[src/design/dbsc_pkg.sv]
`timescale 1ns / 1ps

package dbsc_pkg;

    // Parameter defaults
    localparam int MIN_BLOCK_DEF  = 700;
    localparam int BIAS_DEF       = 10;
    localparam int STRONG_LEN_DEF = 16;

    // Protocol and rounding constants of the checksum-length rule
    localparam int NEW_PROTO = 27;
    localparam int ROLL_BITS = 32;
    localparam int ROUND_UP  = 7;
    localparam int BYTE_BITS = 8;

    // Field widths
    localparam int LEN_W    = 63;
    localparam int BLK_W    = 32;
    localparam int STRONG_W = 5;
    localparam int FORCE_W  = 31;
    localparam int PROTO_W  = 8;
    localparam int IN_W     = 64;
    localparam int RES_W    = BLK_W + STRONG_W + LEN_W + BLK_W;
    localparam int OUT_W    = ((RES_W + 7) / 8) * 8;

    // Shared subtract unit width and step counts
    localparam int ALU_W      = 35;
    localparam int SQRT_STEPS = 32;
    localparam int DIV_STEPS  = 63;
    localparam int CNT_W      = 6;

    // Register reset values
    localparam logic [FORCE_W-1:0]  FORCED_RST = '0;
    localparam logic [PROTO_W-1:0]  PROTO_RST  = 8'd27;
    localparam logic [STRONG_W-1:0] MINSL_RST  = 5'd2;

    typedef enum logic [1:0] {
        REG_FORCED = 2'd0,
        REG_PROTO  = 2'd1,
        REG_MINSL  = 2'd2
    } reg_idx_t;

    typedef enum logic [2:0] {
        ST_IDLE,
        ST_SQRT,
        ST_SELECT,
        ST_DIV,
        ST_DONE
    } state_t;

    typedef struct packed {
        logic [FORCE_W-1:0]  forced_block_size;
        logic [PROTO_W-1:0]  proto_version;
        logic [STRONG_W-1:0] min_strong_len;
    } cfg_t;

    typedef struct packed {
        logic [BLK_W-1:0]    tail_bytes;
        logic [LEN_W-1:0]    block_count;
        logic [STRONG_W-1:0] strong_len;
        logic [BLK_W-1:0]    blk_size;
    } result_t;

endpackage

[src/design/delta_block_size_calc.sv]
`timescale 1ns / 1ps

// Block sizing for a delta-transfer signature. Each request on the slave
// stream carries a file length; the master stream returns the block length
// (forced or a square root of the length truncated to a multiple of 8, at
// least MIN_BLOCK), the strong-checksum byte count, the block count and the
// tail remainder. Each request passes accept, a 32-step root pass, block
// select, a 63-step restoring divide and result hand-off; both passes
// share one 35-bit trial subtractor. The block takes one request at a
// time; a finished result waits in an output register, so the next
// request may be computed meanwhile. Configuration is to be written through
// the APB port only while the block is idle; the block does not check it.
module delta_block_size_calc
    import dbsc_pkg::*;
#(
    parameter int MIN_BLOCK  = MIN_BLOCK_DEF,
    parameter int BIAS       = BIAS_DEF,
    parameter int STRONG_LEN = STRONG_LEN_DEF
)
(
    input  logic             clk,
    input  logic             rst_n,
    // APB configuration
    input  logic             psel,
    input  logic             penable,
    input  logic             pwrite,
    input  logic [3:0]       paddr,
    input  logic [31:0]      pwdata,
    output logic [31:0]      prdata,
    output logic             pready,
    // request stream
    input  logic             s_tvalid,
    output logic             s_tready,
    input  logic [IN_W-1:0]  s_tdata,   // length[62:0], zero pad[63]
    // result stream
    output logic             m_tvalid,
    input  logic             m_tready,
    output logic [OUT_W-1:0] m_tdata    // blk_size[31:0], strong_len[36:32],
                                        // block_count[99:37], tail_bytes[131:100],
                                        // zero pad[135:132]
);

    cfg_t             cfg;
    result_t          res;
    logic             res_valid;
    logic             res_ready;
    logic             out_valid_reg;
    logic [RES_W-1:0] out_data_reg;

    dbsc_apb u_apb (
        .clk     (clk),
        .rst_n   (rst_n),
        .psel    (psel),
        .penable (penable),
        .pwrite  (pwrite),
        .paddr   (paddr),
        .pwdata  (pwdata),
        .prdata  (prdata),
        .pready  (pready),
        .cfg     (cfg)
    );

    dbsc_seq #(
        .MIN_BLOCK  (MIN_BLOCK),
        .BIAS       (BIAS),
        .STRONG_LEN (STRONG_LEN)
    ) u_seq (
        .clk       (clk),
        .rst_n     (rst_n),
        .in_valid  (s_tvalid),
        .in_ready  (s_tready),
        .in_len    (s_tdata[LEN_W-1:0]),
        .cfg       (cfg),
        .res_valid (res_valid),
        .res_ready (res_ready),
        .res       (res)
    );

    // Output register
    assign res_ready = !out_valid_reg || m_tready;

    always_ff @(posedge clk or negedge rst_n)
    begin
        if (!rst_n)
            out_valid_reg <= 1'b0;
        else if (res_ready)
            out_valid_reg <= res_valid;
    end

    always_ff @(posedge clk)
    begin
        if (res_ready && res_valid)
            out_data_reg <= res;
    end

    assign m_tvalid = out_valid_reg;
    assign m_tdata  = {(OUT_W - RES_W)'(0), out_data_reg};

endmodule

[src/design/dbsc_apb.sv]
`timescale 1ns / 1ps

module dbsc_apb
    import dbsc_pkg::*;
(
    input  logic        clk,
    input  logic        rst_n,
    input  logic        psel,
    input  logic        penable,
    input  logic        pwrite,
    input  logic [3:0]  paddr,
    input  logic [31:0] pwdata,
    output logic [31:0] prdata,
    output logic        pready,
    output cfg_t        cfg
);

    logic [FORCE_W-1:0]  forced_reg;
    logic [PROTO_W-1:0]  proto_reg;
    logic [STRONG_W-1:0] minsl_reg;
    logic                wr_en;
    reg_idx_t            idx;

    assign pready = 1'b1;
    assign wr_en  = psel && penable && pwrite;
    assign idx    = reg_idx_t'(paddr[3:2]);

    // Register writes
    always_ff @(posedge clk or negedge rst_n)
    begin
        if (!rst_n)
        begin
            forced_reg <= FORCED_RST;
            proto_reg  <= PROTO_RST;
            minsl_reg  <= MINSL_RST;
        end
        else if (wr_en)
        begin
            case (idx)
                REG_FORCED: forced_reg <= pwdata[FORCE_W-1:0];
                REG_PROTO:  proto_reg  <= pwdata[PROTO_W-1:0];
                REG_MINSL:  minsl_reg  <= pwdata[STRONG_W-1:0];
                default:    ;
            endcase
        end
    end

    // Read mux
    always_comb
    begin
        case (idx)
            REG_FORCED: prdata = {1'b0, forced_reg};
            REG_PROTO:  prdata = {24'd0, proto_reg};
            REG_MINSL:  prdata = {27'd0, minsl_reg};
            default:    prdata = 32'd0;
        endcase
    end

    assign cfg.forced_block_size = forced_reg;
    assign cfg.proto_version     = proto_reg;
    assign cfg.min_strong_len    = minsl_reg;

endmodule

[src/design/dbsc_sub.sv]
`timescale 1ns / 1ps

// Trial subtract: difference and a no-borrow flag
module dbsc_sub
    import dbsc_pkg::*;
(
    input  logic [ALU_W-1:0] a,
    input  logic [ALU_W-1:0] b,
    output logic [ALU_W-1:0] diff,
    output logic             ge
);

    logic borrow;

    assign {borrow, diff} = {1'b0, a} - {1'b0, b};
    assign ge = !borrow;

endmodule

[src/design/dbsc_seq.sv]
`timescale 1ns / 1ps

module dbsc_seq
    import dbsc_pkg::*;
#(
    parameter int MIN_BLOCK  = MIN_BLOCK_DEF,
    parameter int BIAS       = BIAS_DEF,
    parameter int STRONG_LEN = STRONG_LEN_DEF
)
(
    input  logic             clk,
    input  logic             rst_n,
    input  logic             in_valid,
    output logic             in_ready,
    input  logic [LEN_W-1:0] in_len,
    input  cfg_t             cfg,
    output logic             res_valid,
    input  logic             res_ready,
    output result_t          res
);

    localparam logic [63:0]      MIN_SQ  = 64'(MIN_BLOCK) * 64'(MIN_BLOCK);
    localparam logic [BLK_W-1:0] MIN_BLK = BLK_W'(MIN_BLOCK);
    localparam int               B_W     = $clog2(BIAS + 2 * (LEN_W - 1) + 1);
    localparam int               NUM_OFF = ROLL_BITS - 1 - ROUND_UP;

    state_t             state_reg, state_next;
    logic [CNT_W-1:0]   cnt_reg;
    logic [LEN_W-1:0]   len_reg;
    logic [63:0]        work_reg;
    logic [ALU_W-1:0]   rem_reg;
    logic [BLK_W-1:0]   root_reg;
    logic [5:0]         lg_reg;
    logic               found_reg;
    logic [BLK_W-1:0]   blk_reg;
    logic [BLK_W-2:0]   c_reg;
    logic [B_W-1:0]     b_reg;

    logic [ALU_W-1:0]   op_a, op_b, diff;
    logic               ge;
    logic               last_step;
    logic [4:0]         pair_idx;
    logic [BLK_W-1:0]   sq_trunc, heur_blk, blk_sel;
    logic [5:0]         s_raw, s_lo, s_fin;

    // Operand select for the shared subtract unit
    always_comb
    begin
        if (state_reg == ST_DIV)
        begin
            op_a = {2'b00, rem_reg[BLK_W-1:0], work_reg[LEN_W-1]};
            op_b = {3'b000, blk_reg};
        end
        else
        begin
            op_a = {rem_reg[ALU_W-3:0], work_reg[63:62]};
            op_b = {1'b0, root_reg, 2'b01};
        end
    end

    dbsc_sub u_sub (
        .a    (op_a),
        .b    (op_b),
        .diff (diff),
        .ge   (ge)
    );

    always_comb
    begin
        case (state_reg)
            ST_SQRT: last_step = (cnt_reg == CNT_W'(SQRT_STEPS - 1));
            ST_DIV:  last_step = (cnt_reg == CNT_W'(DIV_STEPS - 1));
            default: last_step = 1'b0;
        endcase
    end

    // State and step counter
    always_ff @(posedge clk or negedge rst_n)
    begin
        if (!rst_n)
        begin
            state_reg <= ST_IDLE;
            cnt_reg   <= '0;
        end
        else
        begin
            state_reg <= state_next;
            if ((state_reg == ST_SQRT || state_reg == ST_DIV) && !last_step)
                cnt_reg <= cnt_reg + CNT_W'(1);
            else
                cnt_reg <= '0;
        end
    end

    always_comb
    begin
        state_next = state_reg;
        case (state_reg)
            ST_IDLE:   if (in_valid) state_next = ST_SQRT;
            ST_SQRT:   if (last_step) state_next = ST_SELECT;
            ST_SELECT: state_next = ST_DIV;
            ST_DIV:    if (last_step) state_next = ST_DONE;
            ST_DONE:   if (res_ready) state_next = ST_IDLE;
            default:   state_next = ST_IDLE;
        endcase
    end

    assign in_ready  = (state_reg == ST_IDLE);
    assign res_valid = (state_reg == ST_DONE);

    // Block length choice after the root is known
    assign pair_idx = 5'(SQRT_STEPS - 1) - cnt_reg[4:0];
    assign sq_trunc = {root_reg[BLK_W-1:3], 3'b000};
    assign heur_blk = (sq_trunc < MIN_BLK) ? MIN_BLK : sq_trunc;

    always_comb
    begin
        if (cfg.forced_block_size != '0)
            blk_sel = {1'b0, cfg.forced_block_size};
        else if (len_reg <= MIN_SQ[LEN_W-1:0])
            blk_sel = MIN_BLK;
        else
            blk_sel = heur_blk;
    end

    // Datapath
    always_ff @(posedge clk)
    begin
        case (state_reg)
            ST_IDLE:
            begin
                if (in_valid)
                begin
                    len_reg   <= in_len;
                    work_reg  <= {1'b0, in_len};
                    rem_reg   <= '0;
                    root_reg  <= '0;
                    lg_reg    <= '0;
                    found_reg <= 1'b0;
                end
            end
            ST_SQRT:
            begin
                // one root digit per step; first nonzero pair marks the top bit
                if (!found_reg && (work_reg[63:62] != 2'b00))
                begin
                    found_reg <= 1'b1;
                    lg_reg    <= {pair_idx, work_reg[63]};
                end
                rem_reg  <= ge ? diff : op_a;
                root_reg <= {root_reg[BLK_W-2:0], ge};
                work_reg <= {work_reg[61:0], 2'b00};
            end
            ST_SELECT:
            begin
                blk_reg  <= blk_sel;
                c_reg    <= blk_sel[BLK_W-1:1];
                b_reg    <= B_W'(BIAS) + B_W'({lg_reg, 1'b0});
                work_reg <= {1'b0, len_reg};
                rem_reg  <= '0;
            end
            ST_DIV:
            begin
                // restoring divide, quotient bits shift in at the bottom
                rem_reg  <= ge ? diff : op_a;
                work_reg <= {work_reg[62:0], ge};
                // checksum bits drop by floor(log2 block), not below zero
                if (c_reg != '0 && b_reg != '0)
                begin
                    b_reg <= b_reg - B_W'(1);
                    c_reg <= c_reg >> 1;
                end
            end
            default: ;
        endcase
    end

    // Strong checksum length
    always_comb
    begin
        if (b_reg > B_W'(NUM_OFF))
            s_raw = 6'((b_reg - B_W'(NUM_OFF)) / BYTE_BITS);
        else
            s_raw = 6'd0;
        s_lo  = (s_raw < {1'b0, cfg.min_strong_len}) ? {1'b0, cfg.min_strong_len} : s_raw;
        s_fin = (s_lo > 6'(STRONG_LEN)) ? 6'(STRONG_LEN) : s_lo;
    end

    assign res.blk_size    = blk_reg;
    assign res.strong_len  = (cfg.proto_version < PROTO_W'(NEW_PROTO))
                             ? cfg.min_strong_len : s_fin[STRONG_W-1:0];
    assign res.block_count = work_reg[LEN_W-1:0]
                             + LEN_W'(rem_reg[BLK_W-1:0] != '0);
    assign res.tail_bytes  = rem_reg[BLK_W-1:0];

endmodule

[config.mk]
export PLATFORM = sky130hd
export DESIGN_NAME = delta_block_size_calc
export DESIGN_NICKNAME = d
export VERILOG_FILES = /design/src/design/dbsc_pkg.sv /design/src/design/delta_block_size_calc.sv /design/src/design/dbsc_apb.sv /design/src/design/dbsc_sub.sv /design/src/design/dbsc_seq.sv
export SDC_FILE = /design/constraint.sdc
export NUM_CORES = 1
export LEC_CHECK = 0
export ABC_AREA = 1
export BUFFER_PORTS_ARGS = -buffer_cell sky130_fd_sc_hd__buf_2
export CORE_MARGIN = 3
export CORE_UTILIZATION = 55
export CTS_BUF_LIST = sky130_fd_sc_hd__clkbuf_8
export DETAILED_ROUTE_END_ITERATION = 8
export GPL_TIMING_DRIVEN = 0
export PLACE_DENSITY_LB_ADDON = 0.25
export SLEW_MARGIN = 20
export SYNTH_ARGS = -nofsm -noshare
export SYNTH_HDL_FRONTEND = slang
export SYNTH_HIERARCHICAL = 1
export SYNTH_SLANG_ARGS = --single-unit
[constraint.sdc]
create_clock -name clk -period 8 [get_ports clk]
set_clock_uncertainty 0.05 [all_clocks]
set_input_delay 1.2 -clock clk [delete_from_list [all_inputs] [get_ports clk]]
set_output_delay 1.2 -clock clk [all_outputs]
set_load 0.1 [all_outputs]
==> impl_metrics.py <==
metrics = {
    "drt": {
        "drt-total-wl_um": 71590,
        "wl_per_cell_um": 19.29,
        "ant_nets": 0,
        "vias": 20350,
        "drt_pass1_iterations": 6,
        "drc": 0,
        "routed_via_density": 5.483,
        "drtIter0Drc": 2289,
    },
    "cells_and_area": {
        "stdcell_area_um2": 28220,
        "register_area_um2": 13430,
        "n_fill_cell": 3629,
        "drive_above_1_share_pct": 16.35,
        "final_cell_mix": "817 x nand2_1, 402 x edfxtp_1, 378 x inv_1",
        "largest_reg_flops": 132,
        "syn2layout_area_growth_pct": 16.42,
        "nNetsFinal": 3220,
        "multi_input_area_um2": 8880,
        "fin_cells": 3712,
        "layout.cells.most_common": "nand2_1",
    },
    "sta": {
        "slew_headroom_pct": 25.90,
        "setup_viol_count_final": 0,
        "tightest_slew_ps": 1111,
        "min_period_ps": 5843,
        "fmax_ghz": 0.1711,
        "period_share_pct": 73.04,
        "fin_tns_setup_ps": 0,
        "final_max_slew_viol_count": 0,
        "hold_viol": 0,
        "rsz0062_at_grt": "false",
    },
    "power": {
        "internal_power_w": 0.006908,
        "clockPowerShare_pct": 14.8,
        "p_sw_share_pct": 48.53,
        "combPwrFrac_pct": 52.4,
        "power_per_cell_area_nw_per_um2": 475.6,
        "leakage_nw": 12.63,
        "seqPwrFrac_pct": 32.8,
        "peakVddDrop_uv": 230.8,
        "power_w": 0.01342,
        "switchingPower_w": 0.006512,
    },
    "grt": {
        "grt-ovfl-total": 0,
        "grt_max_degree": 55,
        "grt_pass1_wl_um": 109900,
        "first_global_vias": 19640,
        "antenna_found_initial": 1,
        "grt_usage_pct": 30.39,
    },
    "setup_path": {
        "worstPathRequired_ps": 8340,
        "r2r-end": "u_seq/rem_reg[27]$_SDFFCE_PN0P_",
        "crit_buf_inv": 7,
        "crit_family": "buffers and inverters",
        "crit_slowest_cell": "buf_1",
        "worstRegToRegCells": 25,
        "end_kind": "flop",
        "cpMostUsedCell": "nand2_1",
        "r2r_start": "u_seq/state_reg[2]$_DFFE_PN0P_",
        "arrival_ps": 6190,
        "crit_type": "flop to flop",
        "regToRegSetupSlack_ps": 2160,
        "worstPathMaxFanout": 10,
        "critPathMaxStageDelay_ps": 680,
        "cp-start-kind": "flop",
    },
    "min_path": {
        "min_from": "u_seq/blk_reg[31]$_DFFE_PP_",
        "hold_path_depth": 0,
        "hold-path-endpoint": "out_data_reg[31]$_DFFE_PP_",
        "hold_path.class": "flop to flop",
    },
    "clock_network": {
        "hold_buffers": 0,
        "clock_latency_ps": 650,
        "cts_root_buffer": "clkbuf_8",
        "cts_tree": "yes",
        "clockBufferDepth": 3,
        "post_cts_buffers": 0,
        "numCtsBuffers": 78,
        "cts_num_sinks": 456,
        "clk_pin_slew_ps": 60,
        "ctsResizeCount": 0,
        "h-tree-depth": 3,
    },
    "logic_synthesis": {
        "synthesis.area_um2": 24240,
        "yosys_warnings": 6,
        "synthCells": 2702,
        "synth_area_per_cell_um2": 8.970,
    },
    "floorplan": {
        "ioPinCount": 278,
        "fp.dieArea_um2": 46620,
        "initial_utilization_pct": 56.02,
        "die_h_um": 215.9,
        "design.core.area_um2": 43270,
        "die_w_um": 215.9,
        "rows": 76,
    },
    "run_status": {
        "status": "finished clean",
    },
    "place": {
        "gp_congestion": 0.9582,
        "port_buffers": 267,
        "placed_area_um2": 26760,
        "placedCellCount": 3571,
        "dpl.hpwl_um": 54760,
    },
    "run": {
        "maxCapViolations": 0,
    },
}
[metal layers]
layer  share of wire (%)  wire length [um]  up-vias  track usage, %
met1                  43             30530     9507           43.69
met3                  10              7493      126           6.421
met5                   0                 0        -               0
met4                 2.8              2039        0           10.64
li1                    -                 -     9642               -
met2                  44             31530     1077           46.19
[worst reg2reg max path, cell delays in order (launching register included)]
cell and delay [ps]:
dfrtp_1 480, nor2_2 270, inv_2 160, nor2_2 220
clkbuf_1 590, buf_1 680, nand2_1 150, o21ai_0 130
inv_1 90, ha_1 400, nand2_1 110, nand3_2 120
nand2_1 60, nand2_1 140, nand2_1 80, nand2_2 100
nand2_1 80, nand2_1 80, nand2_1 50, nand2_1 270
clkinv_1 400, clkbuf_1 430, nor2_1 190, nor2_1 60
o21ai_0 110, inv_1 60
[power by group through the flow]
stage	Combinational [W]	Sequential [W]	Clock, W
after global placement	0.00658	0.00447	0
after floorplan	0.00460	0.00456	0
after detailed placement	0.00686	0.00441	0
after CTS	0.00690	0.00437	0.00203
final	0.00704	0.00440	0.00199
after global routing	0.00776	0.00446	0.00215
[stage by stage]
stage               worst slack [ps]  utilization [%]  hold WS (ps)
floorplan                       1750                -         368.3
global placement               217.4            60.83         386.7
detailed placement              2259            61.85         385.8
CTS                             2258            65.21         401.3
global route                    1877            65.21         420.3
finish                          2157            65.21         399.3
[worst max path at each step]
stage	startpoint	slack, ps	cells past startpoint	end
after floorplan	u_seq/state_reg[2]$_DFFE_PN0P_	1750	7	u_seq/root_reg[0]$_SDFFCE_PN0P_
after global placement	s_tvalid	220	5	u_seq/root_reg[23]$_SDFFCE_PN0P_
after detailed placement	u_seq/state_reg[2]$_DFFE_PN0P_	2260	25	u_seq/rem_reg[27]$_SDFFCE_PN0P_
after CTS	u_seq/state_reg[2]$_DFFE_PN0P_	2260	25	u_seq/rem_reg[27]$_SDFFCE_PN0P_
after global routing	u_seq/state_reg[2]$_DFFE_PN0P_	1880	25	u_seq/rem_reg[27]$_SDFFCE_PN0P_
final	u_seq/state_reg[2]$_DFFE_PN0P_	2160	25	u_seq/rem_reg[27]$_SDFFCE_PN0P_
[layout make-up]
cell class	count	area share (%)
multi-input cells	1768	31.47
diodes	1	0.008869
clock inverters	57	1.100
inverters	364	4.842
well taps	585	2.594
clock buffers	83	4.049
repair buffers	281	6.111
plain buffers	117	2.231
flip-flops and latches	456	47.59
No activity file was read; power rests on OpenSTA's default activity.
